### config.mk
export PLATFORM = sky130hd
export DESIGN_NAME = rcr_div_cell
export DESIGN_NICKNAME = d
export VERILOG_FILES = /design/src/hw/rtl/rcr_pkg.sv /design/src/hw/rtl/rcr_div_cell.sv
export SDC_FILE = /design/constraint.sdc
export NUM_CORES = 1
export LEC_CHECK = 0
export BUFFER_PORTS_ARGS = -buffer_cell sky130_fd_sc_hd__buf_2
export CAP_MARGIN = 25
export CELL_PAD_IN_SITES_DETAIL_PLACEMENT = 1
export CELL_PAD_IN_SITES_GLOBAL_PLACEMENT = 2
export CORE_MARGIN = 2
export CORE_UTILIZATION = 25
export CTS_CLUSTER_SIZE = 12
export DETAILED_ROUTE_END_ITERATION = 16
export PLACE_DENSITY = 0.82
export SKIP_LAST_GASP = 1
export SYNTH_ARGS = -nofsm -noshare
export SYNTH_HDL_FRONTEND = slang
export SYNTH_SLANG_ARGS = --single-unit
### constraint.sdc
create_clock -name clk_i -period 0.8 [get_ports clk_i]
set_input_delay 0.04 -clock clk_i [delete_from_list [all_inputs] [get_ports clk_i]]
set_output_delay 0.04 -clock clk_i [all_outputs]
set_load 0.005 [all_outputs]
### src/hw/rtl/rcr_pkg.sv
// Shared types and constants of the raised-cosine ramp core.
`default_nettype none
package rcr_pkg;

  localparam int FRAC_BITS = 16;
  localparam int ANG_FRAC  = 30;
  localparam int SPAN_W    = 40;
  localparam int REM_W     = SPAN_W + 1;
  localparam int T_W       = ANG_FRAC + 1;
  localparam int ANG_W     = 31;
  localparam int X2_W      = 32;
  localparam int TERM_W    = 33;
  localparam int SER_W     = TERM_W + 1;
  localparam int DF_W      = FRAC_BITS + 1;
  localparam int GRAD_W    = 48;
  localparam int GRAD_SH   = 2 * FRAC_BITS - ANG_FRAC;
  localparam int BB_W      = 31;
  localparam int DI_W      = BB_W + GRAD_SH;
  localparam int MAG_W     = DI_W + 32 - FRAC_BITS;
  localparam int TERMS     = 7;
  localparam int LATENCY   = 2 + ANG_FRAC + 2 + 3 * TERMS + 1 + DI_W + 3;

  localparam logic [31:0]     PI_Q30  = 32'd3373259426;
  localparam logic [DF_W-1:0] DF_ONE  = DF_W'(64'd1 << FRAC_BITS);
  localparam logic [DF_W-1:0] DF_HALF = DF_W'(64'd1 << (FRAC_BITS - 1));

  typedef struct packed {
    logic [31:0] intensity;
    logic [31:0] min_intensity;
    logic [31:0] max_intensity;
    logic [23:0] max_scale;
    logic        want_gradients;
  } req_t;

  typedef struct packed {
    logic        [DF_W-1:0]   damage_factor;
    logic signed [GRAD_W-1:0] grad_intensity;
    logic signed [GRAD_W-1:0] grad_min_bound;
    logic signed [GRAD_W-1:0] grad_max_bound;
    logic signed [GRAD_W-1:0] grad_scale;
    logic                     span_degenerate;
  } rsp_t;

  typedef struct packed {
    logic [SPAN_W-1:0] span;
    logic [31:0]       max_intensity;
    logic [23:0]       max_scale;
    logic [T_W-1:0]    t30;
    logic [DF_W-1:0]   damage;
    logic              want;
    logic              ramp;
    logic              degen;
    logic              upper;
  } ctx_t;

endpackage
`default_nettype wire

### src/hw/rtl/rcr_div_cell.sv
// One restoring-division step: shifts in a numerator bit and emits one quotient bit.
`default_nettype none
module rcr_div_cell #(
  parameter int QUO_W = 31,
  parameter int NUM_W = 1
) (
  input  wire logic                       clk_i,
  input  wire logic                       rst_ni,
  input  wire logic                       valid_i,
  input  wire rcr_pkg::ctx_t              ctx_i,
  input  wire logic [rcr_pkg::REM_W-1:0]  rem_i,
  input  wire logic [QUO_W-1:0]           quo_i,
  input  wire logic [NUM_W-1:0]           num_i,
  output logic                            valid_o,
  output rcr_pkg::ctx_t                   ctx_o,
  output logic [rcr_pkg::REM_W-1:0]       rem_o,
  output logic [QUO_W-1:0]                quo_o,
  output logic [NUM_W-1:0]                num_o
);
  import rcr_pkg::*;

  logic [REM_W-1:0] shifted;
  logic [REM_W-1:0] den;
  logic             ge;

  assign shifted = {rem_i[REM_W-2:0], num_i[NUM_W-1]};
  assign den     = REM_W'(ctx_i.span);
  assign ge      = shifted >= den;

  always_ff @(posedge clk_i or negedge rst_ni) begin
    if (!rst_ni) begin
      valid_o <= 1'b0;
    end else begin
      valid_o <= valid_i;
    end
  end

  always_ff @(posedge clk_i) begin
    ctx_o <= ctx_i;
    rem_o <= ge ? shifted - den : shifted;
    quo_o <= {quo_i[QUO_W-2:0], ge};
    num_o <= num_i << 1;
  end

endmodule
`default_nettype wire

# Word-level counts from Yosys, hierarchy flattened
# Cells that the tools add are included.
dict set report totals {
  register_bits 221
  output_inout_bits 222
}
dict set report op_classes {
  mux 1
  magnitude_cmp 1
  addsub 1
}
# op n
set op_table {}
lappend op_table {{>= comparator 41 x 40 -> 1 bit} 1}
lappend op_table {{2-to-1 mux 41 bit} 1}
lappend op_table {{subtractor 41 x 40 -> 41 bit} 1}

# Depth between registers and ports, before layout
dict set report depth {
  ltp_word 2
  mapped_depth 14
  ltp_nobuf 12
}

# Least setup slack after synthesis
# OpenSTA, ideal clock, no wires.
dict set report synth_timing {
  kind {input to register}
  from {in ctx_i[128] (netlist name)}
  to {reg rem_o[14] (netlist name)}
  setup_ps 121
  n_path_buf 1
  setup_slack_ps -1557
  arrival_ps 2236
  stages 12
  required_ps 679
  path_cell_list {inv_1 -> ha_1 -> a21oi_1 -> o21ai_1 -> a221o_1 -> a221o_1 -> a41oi_2 -> o31ai_2 -> nor2_2 -> buf_6 -> inv_2 -> mux2_4}
}
dict set report synth_via {
  elab_chain_cells 2
}
# item line
set synth_lines {}
lappend synth_lines {{from (decl)} rcr_div_cell.sv:10} ;# input wire rcr_pkg::ctx_t ctx_i,
lappend synth_lines {{>= comparator 41 x 40 -> 1 bit} rcr_div_cell.sv:28} ;# assign ge = shifted >= den;
lappend synth_lines {{named net ge} rcr_div_cell.sv:24} ;# logic ge;
lappend synth_lines {{2-to-1 mux 41 bit} rcr_div_cell.sv:40} ;# rem_o <= ge ? shifted - den : shifted;
lappend synth_lines {{to (signal assigned)} rcr_div_cell.sv:40}
lappend synth_lines {{to (decl)} rcr_div_cell.sv:16} ;# output logic [rcr_pkg::REM_W-1:0] rem_o,
# The timed path passes the listed nets, and every way through them passes these cells.

# Worst setup path in the final report
dict set report layout_timing {
  from {in rem_i[19] (netlist name)}
  to {reg rem_o[14] (netlist name)}
}
dict set report layout_via {
  elab_chain_cells 2
}
# item line
set layout_lines {}
lappend layout_lines {{from (decl)} rcr_div_cell.sv:11} ;# input wire logic [rcr_pkg::REM_W-1:0] rem_i,
lappend layout_lines {{>= comparator 41 x 40 -> 1 bit} rcr_div_cell.sv:28}
lappend layout_lines {{named net ge} rcr_div_cell.sv:24}
lappend layout_lines {{2-to-1 mux 41 bit} rcr_div_cell.sv:40}
# The timed path passes the listed nets, and every way through them passes these cells.

==> run metrics <==
outcome complete, but fails checks; failing checks negative hold slack, negative setup slack; Hold EP ctx_o[108]$_DFF_P_; Starting DRT DRC Count slightly below 300; largest net degree at the start of global routing 30; DIE HEIGHT approximately 170 um; CTS Buf Count 25; CP required approximately 1.2 ns; crit end category flop; Yosys warning total 0; first-pass GRT wire length around 58000 um; routability congestion estimate approximately 0.84; Hold Path Origin ctx_i[108]; Worst-path clk slew around 0.060 ns; PortBufs between 400 and 500; Top FF cell, synth dfxtp_1; drt via density between 4 and 5; Final Critical Period between 1.5 and 2 ns; HPWL after detailed placement between 20000 and 30000 um; Period Utilization, post-route 245%; WL/cell 21.6 um; Core ar. between 0.02 and 0.03 sq mm; ANT nets after route 0; antenna violations before repair 10; Final Max Tran Viols 0; critical path launch point type primary input; most numerous cell in the Yosys netlist dfxtp_1; Fin Setup TNS -88.67 ns; worst-case clock buffer depth 3; Core Rows 62; top post-synthesis cells by area dfxtp_1, ha_1, nand2_1; Seq/Total Area, Yosys 60.6%; share of layout cells above drive strength 1 a little under three fifths; max-cap violations 0; critical setup path kind primary input to flop; htree depth 1; Mean Syn Cell Area around 11 sq um; fill count roughly 3200; Total GRT Usage between 20 and 25%; Layout area overhead 116%; most frequent cells after synthesis dfxtp_1, nand2_1, inv_1; Die Area roughly 0.031 sq mm; # setup viols final 263; synthesized area between 0.007 and 0.008 sq mm; Setup WS post-layout -1.16 ns; final hold vios 4; DRT Pass-1 Iters 6; grt ovf 0; Worst Path Max Fanout 6; worst min-delay path category primary input to flop; async set-or-reset flop fraction in the synthesized netlist 0.452%; peak supply drop roughly 1.6 mV; Root Driver clkbuf_16; Die Wd between 150 and 200 um; via count 8534; power density cells between 2000 and 2500 mW/mm^2; fin util approximately 55%; Cells after Synth 687; hold path depth 1; number of flops mapped to enable cells by yosys 0; Hold WS -0.319 ns; count of cell types in the netlist 60; Nets between 1500 and 2000; leading area contributor after synthesis dfxtp_1; drc violations 0; # IOs 446; RSZ-0062 raised after global routing true; #FFs+latches synth approximately 220; top cell type's share of synthesized area 60.3%; Initial Util 25.4%; CTS tree built; vias in the first global route about 9500; Routed WL roughly 42000 um; Synth Net Count 952; Fmax achieved ~500 MHz; leakage ~7.4 nW; clock sink total 221; crit path DAT roughly 2.4 ns
[power by group]
part	internal (W)	switching, W	total [W]
clock	0.00722	0.00476	0.0120
sequential	0.0121	0.000393	0.0124
combinational	0.00441	0.00344	0.00785
total	0.0237	0.00859	0.0323
[routing by layer]
| layer | global-route usage, % | share of wire [%] | vias to the layer above |
|---|---|---|---|
| met4 | 12.5 | 4.8 | 10 |
| li1 | - | - | 4008 |
| met5 | 0 | 0.17 | - |
| met3 | 6.90 | 5.9 | 102 |
| met2 | 44.6 | 51 | 320 |
| met1 | 26.9 | 38 | 4094 |
[sequential cells by signal, indices dropped and copies added (netlist names)]
register,count
ctx_o,148
quo_o,31
rem_o,41
valid_o,1
[worst max-delay path, cell delays in order]
cell and delay, ns:
buf_8 0.10, ha_4 0.26, a21oi_4 0.15, o21ai_1 0.08, a221o_1 0.30, a221o_1 0.39
a41oi_4 0.29, o31ai_4 0.10, nor2_4 0.14, buf_12 0.16, clkinv_8 0.06, mux2_4 0.29
[cell usage in the layout, fill, tap and decap left out, types with 4 or more instances in the layout]
cell type      instances
nor2_1                26
ha_2                   5
buf_6                121
nand2_1               58
diode_2                4
a21o_1                15
xor2_1                19
dfxtp_1               86
nor2b_1                5
nand4_1               10
nand3_1                6
a21oi_2               12
nor3_1                 7
o21ai_1               42
o21a_1                 5
clkbuf_1               6
ha_1                  19
buf_4                148
clkbuf_16             26
dlygate4sd3_1        218
a21oi_1               31
buf_2                327
inv_1                 39
inv_2                  8
a21oi_4                4
o21ai_0               18
nand2_2                5
bufinv_16              4
ha_4                  16
nand2b_1               6
xnor2_1               15
dfxtp_2              133
[timing repair]
item	4_1_cts	5_1_grt
hold endpoints to repair	220	4
hold buffers	217	1
pin swaps	32	30
setup buffers	14	7
endpoints found under the setup margin	263	263
gates resized for setup	179	209
gates cloned	1	1
[area by class of cell]
type                            instances  area, sq um  area share (%)
Antenna cell                            4         10.0          0.0635
Clock buffer                           33          676            4.28
Clock inverter                          8          155           0.984
Inverter                               50          205            1.30
Multi-Input combinational cell        396         3190            20.2
Sequential cell                       221         4600            29.2
Tap cell                              384          480            3.05
Timing Repair Buffer                  822         6460            40.9
[kinds of logic (layout without fill, tap and decap cells)]
| logic type | after synthesis | in the layout | share of synthesized area (%) |
|---|---|---|---|
| DFF | 221 | 221 | 60.6 |
| AOI/OAI and AO/OA | 171 | 171 | 14.7 |
| and+or+nand+nor | 147 | 147 | 9.20 |
| buffers and inverters | 70 | 913 | 3.92 |
| adders and majority gates | 41 | 41 | 7.12 |
| xor gates and xnor gates | 34 | 34 | 4.08 |
| muxes | 2 | 2 | 0.360 |
| other | 1 | 5 | 0.0513 |
[worst max path at each step]
stage	from	endpoint	slack (ns)	depth (start not counted)
3_5_place_dp	ctx_i[113]	rem_o[40]$_DFF_P_	-1.91	11
5_1_grt	ctx_i[128]	rem_o[14]$_DFF_P_	-1.22	13
6_report	rem_i[19]	rem_o[14]$_DFF_P_	-1.16	12
2_1_floorplan	rem_i[19]	rem_o[14]$_DFF_P_	-1.39	11
3_3_place_gp	ctx_i[113]	rem_o[40]$_DFF_P_	-1.84	11
4_1_cts	ctx_i[126]	rem_o[39]$_DFF_P_	-1.15	13
[through the flow]
| stage | setup slack, ns | std cells | cell area [sq um] | power, W |
|---|---|---|---|---|
| 2_1_floorplan | -1.39 | 687 | 7450 | 0.0146 |
| 3_3_place_gp | -1.84 | 1636 | 11100 | 0.0178 |
| 3_5_place_dp | -1.91 | 1636 | 11100 | 0.0179 |
| 4_1_cts | -1.15 | 1907 | 14900 | 0.0314 |
| 5_1_grt | -1.22 | 1917 | 15800 | 0.0336 |
| 6_report | -1.16 | 1918 | 15800 | 0.0323 |
Power figures use the tool's default switching activity.
